### config.mk
export PLATFORM = sky130hd
export DESIGN_NAME = midi_track_event_parser
export DESIGN_NICKNAME = d
export VERILOG_FILES = /design/src/rtl/mtep_pkg.sv /design/src/rtl/midi_track_event_parser.sv /design/src/rtl/mtep_queue.sv /design/src/rtl/mtep_engine.sv
export SDC_FILE = /design/constraint.sdc
export NUM_CORES = 1
export LEC_CHECK = 0
export ABC_AREA = 1
export BUFFER_PORTS_ARGS = -buffer_cell sky130_fd_sc_hd__buf_4
export CAP_MARGIN = 10
export CORE_ASPECT_RATIO = 1.25
export CORE_MARGIN = 10
export CORE_UTILIZATION = 45
export CTS_BUF_LIST = sky130_fd_sc_hd__clkbuf_8
export DETAILED_ROUTE_END_ITERATION = 16
export HOLD_SLACK_MARGIN = 0.1
export PLACE_DENSITY_LB_ADDON = 0.08
export SLEW_MARGIN = 20
export SYNTH_ARGS = -nofsm -noshare
export SYNTH_HDL_FRONTEND = slang
export SYNTH_SLANG_ARGS = --single-unit
### constraint.sdc
create_clock -name clk -period 8.2 [get_ports clk]
set_input_delay 0.41 -clock clk [delete_from_list [all_inputs] [get_ports clk]]
set_output_delay 0.41 -clock clk [all_outputs]
set_load 0.01 [all_outputs]
### src/rtl/mtep_pkg.sv
// Package with shared types and constants of the MIDI track event parser.
`timescale 1ns / 1ps
package mtep_pkg;

	typedef enum logic [2:0] {
		PH_DELTA  = 3'd0,
		PH_STATUS = 3'd1,
		PH_DATA1  = 3'd2,
		PH_DATA2  = 3'd3,
		PH_LEN    = 3'd4,
		PH_MTYPE  = 3'd5,
		PH_BODY   = 3'd6,
		PH_DONE   = 3'd7
	} phase_t;

	localparam logic [2:0] KIND_CHANNEL   = 3'd0;
	localparam logic [2:0] KIND_SYSEX     = 3'd1;
	localparam logic [2:0] KIND_SEQUENCER = 3'd2;
	localparam logic [2:0] KIND_TEMPO     = 3'd3;
	localparam logic [2:0] KIND_END       = 3'd4;
	localparam logic [2:0] KIND_ERROR     = 3'd5;

	localparam logic [7:0] ST_SYSEX  = 8'hf0;
	localparam logic [7:0] ST_ESCAPE = 8'hf7;
	localparam logic [7:0] ST_META   = 8'hff;
	localparam logic [7:0] META_END  = 8'h2f;
	localparam logic [7:0] META_SEQ  = 8'h7f;
	localparam logic [7:0] META_TEMPO = 8'h51;
	localparam logic [7:0] META_PREFIX = 8'h20;
	localparam logic [7:0] NO_PREFIX = 8'hff;

	// Upper status nibbles with special handling.
	localparam logic [3:0] NIB_PROGRAM  = 4'hc;
	localparam logic [3:0] NIB_PRESSURE = 4'hd;
	localparam logic [3:0] NIB_BEND     = 4'he;
	localparam logic [3:0] NIB_SYSTEM   = 4'hf;

	localparam int QUEUE_DEPTH = 4;
	localparam int QPTR_W = 2;

	// Input transaction as classified by the front end.
	typedef struct packed {
		logic       restart;
		logic [7:0] data_byte;
	} item_t;

	// One result item.
	typedef struct packed {
		logic [2:0]  kind;
		logic [3:0]  status_nibble;
		logic [3:0]  channel;
		logic [31:0] value;
		logic [7:0]  second_data;
		logic [47:0] event_tick;
		logic [7:0]  prefix_channel;
	} result_t;

endpackage

### src/rtl/midi_track_event_parser.sv
// Top level of the MIDI track event parser.
`timescale 1ns / 1ps
// Parses a MIDI track chunk body one byte per transaction and emits channel
// messages, sysex, sequencer, tempo, track-end and error results. A byte is
// taken every cycle as long as results are drained; a four-entry queue sits
// between the input and the parser, so a result passes through the queue and
// then the parser's output register before it is offered. Write track_length
// only while idle.
module midi_track_event_parser
	import mtep_pkg::*;
(
	input  logic         clk,
	input  logic         arst_n,
	input  logic         cfg_valid,
	output logic         cfg_ready,
	input  logic [31:0]  cfg_data,
	input  logic         s_tvalid,
	output logic         s_tready,
	input  logic [7:0]   s_tdata,   // data_byte
	input  logic         s_tuser,   // restart
	output logic         m_tvalid,
	input  logic         m_tready,
	// status_nibble, channel, value, second_data, event_tick, prefix_channel
	output logic [103:0] m_tdata,
	output logic [2:0]   m_tuser    // kind
);

	logic [31:0] track_length_q;
	item_t       q_in;
	item_t       q_out;
	logic        q_valid;
	logic        q_ready;
	result_t     res;

	assign cfg_ready = 1'b1;

	// Track length register.
	always_ff @(posedge clk or negedge arst_n) begin
		if (!arst_n) begin
			track_length_q <= '0;
		end else if (cfg_valid) begin
			track_length_q <= cfg_data;
		end
	end

	assign q_in.restart   = s_tuser;
	assign q_in.data_byte = s_tdata;

	mtep_queue u_queue (
		.clk      (clk),
		.arst_n   (arst_n),
		.wr_valid (s_tvalid),
		.wr_ready (s_tready),
		.wr_item  (q_in),
		.rd_valid (q_valid),
		.rd_ready (q_ready),
		.rd_item  (q_out)
	);

	mtep_engine u_engine (
		.clk          (clk),
		.arst_n       (arst_n),
		.track_length (track_length_q),
		.in_valid     (q_valid),
		.in_ready     (q_ready),
		.in_item      (q_out),
		.out_valid    (m_tvalid),
		.out_ready    (m_tready),
		.out_res      (res)
	);

	assign m_tdata = {res.prefix_channel, res.event_tick, res.second_data, res.value,
		res.channel, res.status_nibble};
	assign m_tuser = res.kind;

	// A result never shows an out-of-range kind.
	a_kind: assert property (@(posedge clk) disable iff (!arst_n)
		m_tvalid |-> (m_tuser <= KIND_ERROR))
		else $error("bad result kind");

	// A stalled result holds.
	a_hold: assert property (@(posedge clk) disable iff (!arst_n)
		m_tvalid && !m_tready |=> m_tvalid && $stable(m_tuser) && $stable(m_tdata))
		else $error("result changed under stall");

	// Non-channel results carry no status nibbles.
	a_nib: assert property (@(posedge clk) disable iff (!arst_n)
		m_tvalid && m_tuser != KIND_CHANNEL |-> m_tdata[7:0] == 8'd0)
		else $error("status on non-channel result");

endmodule

### src/rtl/mtep_queue.sv
// Short first-in first-out queue of input items between front and back end.
`timescale 1ns / 1ps
module mtep_queue
	import mtep_pkg::*;
(
	input  logic  clk,
	input  logic  arst_n,
	input  logic  wr_valid,
	output logic  wr_ready,
	input  item_t wr_item,
	output logic  rd_valid,
	input  logic  rd_ready,
	output item_t rd_item
);

	item_t             mem_q [QUEUE_DEPTH];
	logic [QPTR_W-1:0] wptr_q;
	logic [QPTR_W-1:0] rptr_q;
	logic [QPTR_W:0]   count_q;
	logic              push;
	logic              pop;

	assign wr_ready = (count_q != (QPTR_W+1)'(QUEUE_DEPTH));
	assign rd_valid = (count_q != '0);
	assign rd_item  = mem_q[rptr_q];
	assign push     = wr_valid && wr_ready;
	assign pop      = rd_valid && rd_ready;

	// Storage is payload only.
	always_ff @(posedge clk) begin
		if (push) begin
			mem_q[wptr_q] <= wr_item;
		end
	end

	// Pointers and fill count.
	always_ff @(posedge clk or negedge arst_n) begin
		if (!arst_n) begin
			wptr_q  <= '0;
			rptr_q  <= '0;
			count_q <= '0;
		end else begin
			if (push) begin
				wptr_q <= wptr_q + 1'b1;
			end
			if (pop) begin
				rptr_q <= rptr_q + 1'b1;
			end
			case ({push, pop})
				2'b10:   count_q <= count_q + 1'b1;
				2'b01:   count_q <= count_q - 1'b1;
				default: count_q <= count_q;
			endcase
		end
	end

endmodule

### src/rtl/mtep_engine.sv
// Back end: parser state machine that turns track bytes into result items.
`timescale 1ns / 1ps
module mtep_engine
	import mtep_pkg::*;
(
	input  logic        clk,
	input  logic        arst_n,
	input  logic [31:0] track_length,
	input  logic        in_valid,
	output logic        in_ready,
	input  item_t       in_item,
	output logic        out_valid,
	input  logic        out_ready,
	output result_t     out_res
);

	phase_t      phase_q, phase_d;
	logic [7:0]  running_q, running_d;
	logic [7:0]  cur_q, cur_d;
	logic [7:0]  meta_q, meta_d;
	logic [31:0] acc_q, acc_d;
	logic [31:0] blen_q, blen_d;
	logic [31:0] bleft_q, bleft_d;
	logic [31:0] used_q, used_d;
	logic [47:0] tick_q, tick_d;
	logic [7:0]  first_q, first_d;
	logic [23:0] tempo_q, tempo_d;
	logic [7:0]  prefix_q, prefix_d;
	logic        have;
	result_t     res;
	logic        out_valid_q;
	result_t     out_q;
	logic        take;

	// Output register; a new item is taken whenever that register is free or leaving.
	assign in_ready  = !out_valid_q || out_ready;
	assign take      = in_valid && in_ready;
	assign out_valid = out_valid_q;
	assign out_res   = out_q;

	// Next state of the parser for one byte.
	always_comb begin
		logic [7:0]  b;
		logic [7:0]  st;
		logic [31:0] nacc;
		logic [31:0] left;
		logic [31:0] used1;
		logic [31:0] bl1;
		logic        isdata;
		logic        do_len;
		logic        do_d1;
		logic        fail;
		phase_d  = phase_q;
		running_d = running_q;
		cur_d    = cur_q;
		meta_d   = meta_q;
		acc_d    = acc_q;
		blen_d   = blen_q;
		bleft_d  = bleft_q;
		used_d   = used_q;
		tick_d   = tick_q;
		first_d  = first_q;
		tempo_d  = tempo_q;
		prefix_d = prefix_q;
		have     = 1'b0;
		res      = '0;
		fail     = 1'b0;
		do_len   = 1'b0;
		do_d1    = 1'b0;
		b        = in_item.data_byte;
		st       = b;
		isdata   = !b[7];
		used1    = used_q + 32'd1;
		left     = (track_length > used1) ? track_length - used1 : 32'd0;
		nacc     = {acc_q[24:0], b[6:0]};
		bl1      = bleft_q - 32'd1;
		if (in_item.restart) begin
			phase_d   = PH_DELTA;
			running_d = '0;
			cur_d     = '0;
			meta_d    = '0;
			acc_d     = '0;
			blen_d    = '0;
			bleft_d   = '0;
			used_d    = '0;
			tick_d    = '0;
			first_d   = '0;
			tempo_d   = '0;
			prefix_d  = NO_PREFIX;
		end else if (phase_q != PH_DONE && used_q < track_length) begin
			used_d = used1;
			case (phase_q)
				PH_DELTA: begin
					acc_d = nacc;
					if (!b[7]) begin
						tick_d  = tick_q + {16'd0, nacc};
						acc_d   = '0;
						phase_d = PH_STATUS;
					end
				end
				PH_STATUS: begin
					if (isdata) begin
						st = running_q;
					end else begin
						running_d = b;
					end
					if (isdata && !running_q[7]) begin
						fail = 1'b1;
					end else if (st == ST_SYSEX || st == ST_ESCAPE) begin
						cur_d   = st;
						acc_d   = '0;
						phase_d = PH_LEN;
						if (isdata) begin
							do_len = 1'b1;
							nacc   = {25'd0, b[6:0]};
						end
					end else if (st == ST_META) begin
						cur_d   = st;
						phase_d = PH_MTYPE;
						if (isdata) begin
							meta_d  = b;
							acc_d   = '0;
							phase_d = PH_LEN;
						end
					end else if (st[7:4] == NIB_SYSTEM) begin
						fail = 1'b1;
					end else begin
						cur_d   = st;
						phase_d = PH_DATA1;
						do_d1   = isdata;
					end
				end
				PH_DATA1: do_d1 = 1'b1;
				PH_DATA2: begin
					have = 1'b1;
					res.kind = KIND_CHANNEL;
					res.status_nibble = cur_q[7:4];
					res.channel = cur_q[3:0];
					if (cur_q[7:4] == NIB_BEND) begin
						res.value = {18'd0, b[6:0], first_q[6:0]};
					end else begin
						res.value = {24'd0, first_q};
						res.second_data = b;
					end
					phase_d = PH_DELTA;
				end
				PH_LEN: do_len = 1'b1;
				PH_MTYPE: begin
					meta_d  = b;
					acc_d   = '0;
					phase_d = PH_LEN;
				end
				PH_BODY: begin
					bleft_d = bl1;
					if (cur_q == ST_META && meta_q == META_TEMPO && blen_q == 32'd3) begin
						tempo_d = {tempo_q[15:0], b};
					end
					if (cur_q == ST_META && meta_q == META_PREFIX && blen_q == 32'd1) begin
						prefix_d = (b < 8'd16) ? b : NO_PREFIX;
					end
					if (bl1 == '0) begin
						phase_d = PH_DELTA;
						if (cur_q == ST_SYSEX) begin
							if (blen_q > 32'd1 && b == ST_ESCAPE) begin
								have      = 1'b1;
								res.kind  = KIND_SYSEX;
								res.value = blen_q - 32'd1;
							end
						end else if (cur_q == ST_META && meta_q == META_TEMPO
								&& blen_q == 32'd3) begin
							have      = 1'b1;
							res.kind  = KIND_TEMPO;
							res.value = {8'd0, tempo_q[15:0], b};
						end
					end
				end
				default: phase_d = PH_DONE;
			endcase
			// Length byte, shared by the length phase and a running-status sysex.
			if (do_len) begin
				acc_d = nacc;
				if (!b[7]) begin
					acc_d   = '0;
					blen_d  = nacc;
					bleft_d = nacc;
					tempo_d = '0;
					if (nacc > left || (cur_d != ST_META && nacc == '0)) begin
						fail = 1'b1;
					end else if (cur_d == ST_META && meta_d == META_END) begin
						have     = 1'b1;
						res.kind = KIND_END;
						phase_d  = PH_DONE;
					end else begin
						if (cur_d == ST_META && meta_d == META_SEQ) begin
							have      = 1'b1;
							res.kind  = KIND_SEQUENCER;
							res.value = (nacc != '0) ? nacc - 32'd1 : 32'd0;
						end
						phase_d = (nacc != '0) ? PH_BODY : PH_DELTA;
					end
				end
			end
			// First data byte of a channel message.
			if (do_d1) begin
				first_d = b;
				if (cur_d[7:4] == NIB_PROGRAM || cur_d[7:4] == NIB_PRESSURE) begin
					have              = 1'b1;
					res.kind          = KIND_CHANNEL;
					res.status_nibble = cur_d[7:4];
					res.channel       = cur_d[3:0];
					res.value         = {24'd0, b};
					phase_d           = PH_DELTA;
				end else begin
					phase_d = PH_DATA2;
				end
			end
			if (fail) begin
				have    = 1'b1;
				res     = '0;
				res.kind = KIND_ERROR;
				phase_d = PH_DONE;
			end
			// End of the track body.
			if (phase_d != PH_DONE && used1 >= track_length) begin
				if (phase_d != PH_DELTA && phase_d != PH_STATUS && !have) begin
					have     = 1'b1;
					res      = '0;
					res.kind = KIND_ERROR;
				end
				phase_d = PH_DONE;
			end
			res.event_tick     = tick_d;
			res.prefix_channel = prefix_d;
		end
	end

	// Parser state registers.
	always_ff @(posedge clk or negedge arst_n) begin
		if (!arst_n) begin
			phase_q     <= PH_DELTA;
			running_q   <= '0;
			cur_q       <= '0;
			meta_q      <= '0;
			acc_q       <= '0;
			blen_q      <= '0;
			bleft_q     <= '0;
			used_q      <= '0;
			tick_q      <= '0;
			first_q     <= '0;
			tempo_q     <= '0;
			prefix_q    <= NO_PREFIX;
			out_valid_q <= 1'b0;
		end else begin
			if (take) begin
				phase_q   <= phase_d;
				running_q <= running_d;
				cur_q     <= cur_d;
				meta_q    <= meta_d;
				acc_q     <= acc_d;
				blen_q    <= blen_d;
				bleft_q   <= bleft_d;
				used_q    <= used_d;
				tick_q    <= tick_d;
				first_q   <= first_d;
				tempo_q   <= tempo_d;
				prefix_q  <= prefix_d;
			end
			if (in_ready) begin
				out_valid_q <= take && have;
			end
		end
	end

	// Result payload register.
	always_ff @(posedge clk) begin
		if (take && have) begin
			out_q <= res;
		end
	end

endmodule
After elaboration in Yosys (flattened, before gate mapping)
Memory sizes are Yosys's and may differ from the RTL's.
Cells that the tools add are included.

word-level totals
  bits in registers = 383
  RAM bits = 36
  bits of input ports = 46
  output and inout bits = 110
  memories kept = 1

memory list
  name           words  bits a word  read ports  clocked after Yosys merged registers in  write ports  line              RTL
  u_queue.mem_q  4      9            1           0                                        1            mtep_queue.sv:16  item_t mem_q [QUEUE_DEPTH];

operators by class
  $add $sub $neg = 10
  order comparisons = 6
  eq/ne operators = 34
  muxes and demuxes = 165
  bitwise gates (word level) = 1
  reduce and logical (&&, ||, !) cells = 43

operator list
  cell                                                  number
  2-to-1 mux 32 bit                                     27
  2-to-1 mux 107 bit                                    3
  2-to-1 mux 8 bit                                      33
  2-to-1 mux 25 bit                                     9
  2-to-1 mux 48 bit                                     4
  2-to-1 mux 24 bit                                     7
  subtractor 32 x 1 -> 32 bit (second input constant)   3
  2-to-1 mux 43 bit                                     2
  2-to-1 mux 3 bit                                      25
  case mux 25 bit (3 select lines)                      1
  > comparator 32 bit                                   2
  zero test 32 bit                                      2
  case mux 32 bit (2 select lines)                      1
  == test 8 bit (second input constant)                 7
  adder 48 x 32 -> 48 bit                               1
  2-to-1 mux 1 bit                                      43
  adder 32 x 1 -> 32 bit (second input constant)        1
  == test 32 x 1 -> 1 bit (second input constant)       1
  == test 32 x 2 -> 1 bit (second input constant)       1
  >= comparator 32 bit                                  1
  > comparator 32 x 1 -> 1 bit (second input constant)  1
  less-than comparator 32 bit                           1
  nonzero test 32 bit                                   1
  subtractor 32 bit                                     1
  38 further kinds                                      81

Longest topological paths before layout
An unclocked memory read counts as a cell.

  word-level depth = 32
  depth in mapped cells = 45
  mapped depth without buffers = 44

Cells and area by module
A second synthesis with hierarchy kept.

unflattened totals
  cells, all modules = 3577
  area, all modules = 27480.1 um2

modules (own cells, without submodules)
  module                   times used  cells an instance  area an instance (um2)  seq. area each (um2)
  mtep_engine              1           3275               24183.2                 8953.6
  mtep_queue               1           164                1993.2                  1256.2
  midi_track_event_parser  1           138                1303.8                  800.8

Least setup slack after synthesis
OpenSTA, ideal clock, no wires.

  path kind = register to register
  start = register u_engine.used_q[2]
  end = register u_engine.out_q, in the netlist u_engine.out_res[0], enable pin
  library setup time = 0.460 ns
  arrival = 7.371 ns
  required time = 7.740 ns
  setup slack = 0.368 ns
  cell stages (with the launch flop) = 45
  path buffers = 1
  period minus slack after synthesis = 7.832 ns
  cells stage by stage = dfrtp_1 -> nand3_1 -> nor3_1 -> nand3_1 -> nor3_1 -> nand3_1 -> nor2_1 -> nand2_1 -> nor2_1 -> inv_1 -> nor2_1 -> inv_1 -> nor3_1 -> inv_1 -> nor2_1 -> inv_1 -> nor3_1 -> xor2_1 -> (+9 left out) -> ha_1 -> a21oi_1 -> nor2_1 -> a211oi_1 -> a21oi_1 -> a211oi_1 -> o21ai_0 -> nand2_1 -> nand2_1 -> nand2_1 -> nand2_2 -> nor2_2 -> nand2_1 -> nand3_2 -> nand2_1 -> nand2_1 -> nand2_1 -> inv_1

between the ends
  cells in the longest elaborated chain, start to end = 21

RTL lines
  what                                                                         line                RTL
  from (decl)                                                                  mtep_engine.sv:24   logic [31:0] used_q, used_d;
  from (signal assigned)                                                       mtep_engine.sv:262  used_q <= used_d;
  adder 32 x 1 -> 32 bit                                                       mtep_engine.sv:73   used1 = used_q + 32'd1;
  subtractor 32 bit / > comparator 32 bit (equally long branches)              mtep_engine.sv:74   left = (track_length > used1) ? track_length - used1 : 32'd0;
  2-to-1 mux 32 bit                                                            mtep_engine.sv:74
  > comparator 32 bit                                                          mtep_engine.sv:187  if (nacc > left || (cur_d != ST_META && nacc == '0)) begin
  logical OR 1 bit                                                             mtep_engine.sv:187
  2-to-1 mux 1 bit                                                             mtep_engine.sv:187
  2-to-1 mux 1 bit                                                             mtep_engine.sv:182  if (!b[7]) begin
  2-to-1 mux 1 bit                                                             mtep_engine.sv:180  if (do_len) begin
  (+4 left out)                                                                n/a
  2-to-1 mux 3 bit                                                             mtep_engine.sv:77   if (in_item.restart) begin
  inequality test 3 x 1 -> 1 bit / nonzero test 3 bit (equally long branches)  mtep_engine.sv:225  if (phase_d != PH_DELTA && phase_d != PH_STATUS && !have) begin
  logical AND 1 bit (2 in a row)                                               mtep_engine.sv:225
  2-to-1 mux 1 bit                                                             mtep_engine.sv:225
  2-to-1 mux 1 bit                                                             mtep_engine.sv:224  if (phase_d != PH_DONE && used1 >= track_length) begin
  2-to-1 mux 1 bit *                                                           mtep_engine.sv:90   end else if (phase_q != PH_DONE && used_q < track_length) begin
  2-to-1 mux 1 bit *                                                           mtep_engine.sv:77
  logical AND 1 bit *                                                          mtep_engine.sv:276  if (take && have) begin
  to (signal assigned)                                                         mtep_engine.sv:277  out_q <= res;
  to (decl)                                                                    mtep_engine.sv:32   result_t out_q;

Every way passes the cells marked *; elsewhere a longest branch is shown, timed or not. The select of a mux whose other input is x is not followed.
A chain may end at the register's enable or synchronous reset.

Final worst setup path
  start = register u_engine.used_q[2]
  end = register u_engine.out_q, in the netlist u_engine.out_res[95], data pin

between the ends
  cells in the longest elaborated chain, start to end = 18

RTL lines
  what                                                                         line                RTL
  adder 32 x 1 -> 32 bit                                                       mtep_engine.sv:73
  subtractor 32 bit / > comparator 32 bit (equally long branches)              mtep_engine.sv:74
  2-to-1 mux 32 bit                                                            mtep_engine.sv:74
  > comparator 32 bit                                                          mtep_engine.sv:187
  logical OR 1 bit                                                             mtep_engine.sv:187
  2-to-1 mux 1 bit                                                             mtep_engine.sv:187
  2-to-1 mux 1 bit                                                             mtep_engine.sv:182
  2-to-1 mux 1 bit                                                             mtep_engine.sv:180
  2-to-1 mux 1 bit                                                             mtep_engine.sv:90
  2-to-1 mux 1 bit                                                             mtep_engine.sv:77
  2-to-1 mux 3 bit                                                             mtep_engine.sv:217  if (fail) begin
  2-to-1 mux 3 bit                                                             mtep_engine.sv:90
  2-to-1 mux 3 bit                                                             mtep_engine.sv:77
  inequality test 3 x 1 -> 1 bit / nonzero test 3 bit (equally long branches)  mtep_engine.sv:225
  logical AND 1 bit (2 in a row)                                               mtep_engine.sv:225
  2-to-1 mux 107 bit                                                           mtep_engine.sv:225
  2-to-1 mux 107 bit                                                           mtep_engine.sv:224

Several ways; a longest one is shown, not always the timed one. The select of a mux whose other input is x is not followed.

==> impl_metrics.py <==
metrics = {
    "outcome": {
        "outcome": "finished clean",
    },
    "setup_path": {
        "crit_top_cell": "nor2_1",
        "arrival_ns": 7.84,
        "cp_max_fo": 21,
        "critPathSlowestCell": "nor3_1",
        "crit_required_ns": 8.72,
        "r2r_cells": 41,
        "critPathLaunchType": "flip-flop",
        "critPathKind": "flip-flop to flip-flop",
        "cpPeakStageDelay_ns": 0.80,
        "crit_path_end_kind": "flip-flop",
    },
    "die": {
        "die_area_um2": 70100,
        "start_util_pct": 45.3,
        "row_count": 100,
        "core_area_um2": 59400,
        "die_h_um": 293,
        "die_x_um": 239,
        "ios": 156,
    },
    "synthesis": {
        "synthTopCellsByCount": "nand2_1, inv_1, nor2_1, o21ai_0, dfrtp_1",
        "synth_seq_cells": 411,
        "synth_top_area_share_pct": 24.2,
        "ys_types": 62,
        "synth-edff-count": 143,
        "yosys_warnings": 0,
        "syn_nets": 3668,
        "synthTopCellsByArea": "dfrtp_1, edfxtp_1, nand2_1, ha_1, inv_1",
        "synth_area_um2": 26900,
        "async_reset_ff_share_pct": 65.2,
        "postSynthCellCount": 3479,
        "yosys.area.top_type": "dfrtp_1",
        "syn_avg_cell_area_um2": 7.74,
        "yosysSeqAreaShare_pct": 40.9,
        "synth.most_common_cell": "nand2_1",
        "synth_top_flop_cell": "dfrtp_1",
    },
    "timing": {
        "max_freq_mhz": 137,
        "tns_ns": 0,
        "slew_headroom_pct": 21.9,
        "fin_crit_sh_pct": 89.3,
        "setup_viol": 0,
        "worst_pin_slew_ns": 1.16,
        "slew_violations": 0,
        "hold_slack_ns": 0.246,
        "fin_skew_ns": 0.0244,
        "final.min_clock_period_ns": 7.33,
        "hold_viol": 0,
        "rsz0062_at_grt": "no",
    },
    "clock_network": {
        "cts_root_buf": "clkbuf_8",
        "max-clock-path-buffers": 3,
        "cts.sinks": 411,
        "insertion_delay_ns": 0.67,
        "cts.clk_slew.worst_paths_ns": 0.06,
        "cts_tree": "yes",
        "cts.htree.levels": 3,
        "cts_made_buffers": 72,
    },
    "grt": {
        "grtUsageMet3_pct": 4.03,
        "met1_usage_pct": 29.8,
        "antenna_found_initial": 1,
        "grt_usage_pct": 26.3,
        "grt_pass1_wl_um": 144000,
        "grt.busiest_layer": "met2",
        "grt_pass1_vias": 25400,
        "grt_overflow_total": 0,
        "grt_max_degree": 158,
        "use_met2_pct": 47.6,
    },
    "power_and_ir_drop": {
        "power.total_mw": 10.8,
        "power.density_nw_per_um2": 352,
        "leakagePower_nw": 14.0,
        "ir_drop_mv": 0.192,
    },
    "route": {
        "vias_per_cell": 5.59,
        "drt_first_pass_iters": 5,
        "drcViolationCount": 0,
        "routed_wl_um": 93100,
        "ant_nets": 0,
        "wl_per_cell_um": 20.7,
        "vias": 25100,
        "drt_iter0_drc": 1618,
    },
    "final_layout": {
        "finish.utilization_pct": 51.8,
        "final_area_um2": 30800,
        "nets": 3864,
        "fillerInstances": 5836,
        "final_layout_size_suffix_gt1_share_pct": 11.6,
        "areaGrowthSynthToFinish_pct": 14.4,
    },
    "place": {
        "placed_area_um2": 28900,
        "gp_congestion": 0.980,
        "hpwl_um": 69900,
        "io_buffers": 154,
    },
    "hold_path": {
        "whs_path_depth": 3,
        "hp-class": "input pin to flip-flop",
    },
    "flow_run": {
        "max-cap-violations": 0,
    },
}
-- state kept, by name (all words and copies together), names as in the netlist --
signal,flops
track_length_q,32
u_engine.bleft_q,32
u_queue.count_q,3
u_engine.first_q,8
u_engine.running_q,8
u_engine.used_q,32
u_engine.out_valid,1
u_engine.tempo_q,16
u_engine.phase_q,3
u_engine.out_res,107
u_queue.wptr_q,2
u_engine.cur_q,8
u_engine.acc_q,25
u_queue.mem_q,36
u_engine.blen_q,32
u_queue.rptr_q,2
u_engine.tick_q,48
u_engine.meta_q,8
u_engine.prefix_q,8
-- stage by stage --
| step | cells | setup slack (ns) |
|---|---|---|
| 2_1_floorplan | 3479 | 0.368 |
| 3_3_place_gp | 4323 | 0.545 |
| 3_5_place_dp | 4323 | 0.511 |
| 4_1_cts | 4497 | 0.480 |
| 5_1_grt | 4499 | 0.0554 |
| 6_report | 4499 | 0.875 |
-- path summary, 6_finish.rpt --
path                            slack, ns                    to               start
worst max-delay path                 0.87  u_engine.out_res[95]  u_engine.used_q[2]
worst min-delay path                 0.25    track_length_q[28]           cfg_valid
worst max register to register       0.87  u_engine.out_res[95]  u_engine.used_q[2]
worst min register to register       0.48    u_queue.count_q[0]  u_queue.count_q[0]
max in group asynchronous            6.55   u_engine.used_q[17]              arst_n
min in group asynchronous            0.26   u_engine.tick_q[21]              arst_n
-- worst max-delay path: cells and delay by family, from the launching register on --
kind | cells | cell delay [ns]
buffers and inverters | 6 | 0.86
AND/OR/NAND/NOR | 24 | 3.87
flip-flops | 1 | 0.42
AO/OA/AOI/OAI | 8 | 1.19
adder cells (fa/ha/maj) | 2 | 0.57
XOR/XNOR | 1 | 0.23
-- per-layer routing --
| metal | vias up | part of all wire (%) | wire, um |
|---|---|---|---|
| met3 | 226 | 5.0 | 4650 |
| met4 | 0 | 4.5 | 4160 |
| met1 | 12000 | 39 | 36600 |
| li1 | 12100 | - | - |
| met2 | 749 | 51 | 47600 |
| met5 | - | 0 | 0 |
-- repair_timing --
action | 4_1_cts | 5_1_grt
hold buffers | 43 | 0
setup buffers | 0 | 0
endpoints found under the hold margin | 119 | 0
endpoints found under the setup margin | 0 | 133
resized for setup | 0 | 7
-- power breakdown --
part | total (mW) | switching (mW) | internal (mW)
combinational | 5.87 | 4.19 | 1.68
sequential | 3.03 | 0.340 | 2.69
clock | 1.93 | 0.918 | 1.01
total | 10.8 | 5.45 | 5.38
-- cell type report --
cell class / count / area [um^2] / area share (%)
antenna: 2 / 5.00 / 0.0163
tap: 765 / 957 / 3.11
clock inverter: 46 / 265 / 0.861
timing repair buffer: 236 / 1930 / 6.27
multi-input combinational: 2521 / 13800 / 44.9
sequential: 411 / 11000 / 35.8
clock buffer: 85 / 1170 / 3.80
inverter: 433 / 1630 / 5.29
-- kinds of logic after synthesis --
family                   count (synthesis)  synth area share (%)
AND/OR/NAND/NOR                       1508                  24.2
AO/OA/AOI/OAI                          737                  15.9
buffers and inverters                  547                  8.00
flip-flops                             411                  40.9
adder cells (fa/ha/maj)                143                  6.73
XOR/XNOR                               132                  4.29
other                                    1                0.0139
-- placed cells by master (no fill, tap or decap), drive strengths merged, types with 4 or more instances in the layout --
master / count
or2: 23
o211ai: 16
dfstp: 8
clkinv: 28
a21oi: 192
nor3: 59
o31ai: 17
o21a: 8
nand3: 165
and3: 5
a22o: 22
a211oi: 25
inv: 448
nand3b: 4
buf: 193
o22ai: 59
xor2: 105
a22oi: 13
nand4: 57
edfxtp: 143
nor2: 369
o21bai: 5
clkbuf: 85
a31oi: 21
dlygate4sd3: 43
o221ai: 22
o21ai: 311
dfrtp: 260
o41ai: 11
ha: 140
o2111ai: 4
nor4: 35
xnor2: 27
nand2: 786
(Power assumes the default switching activity.)
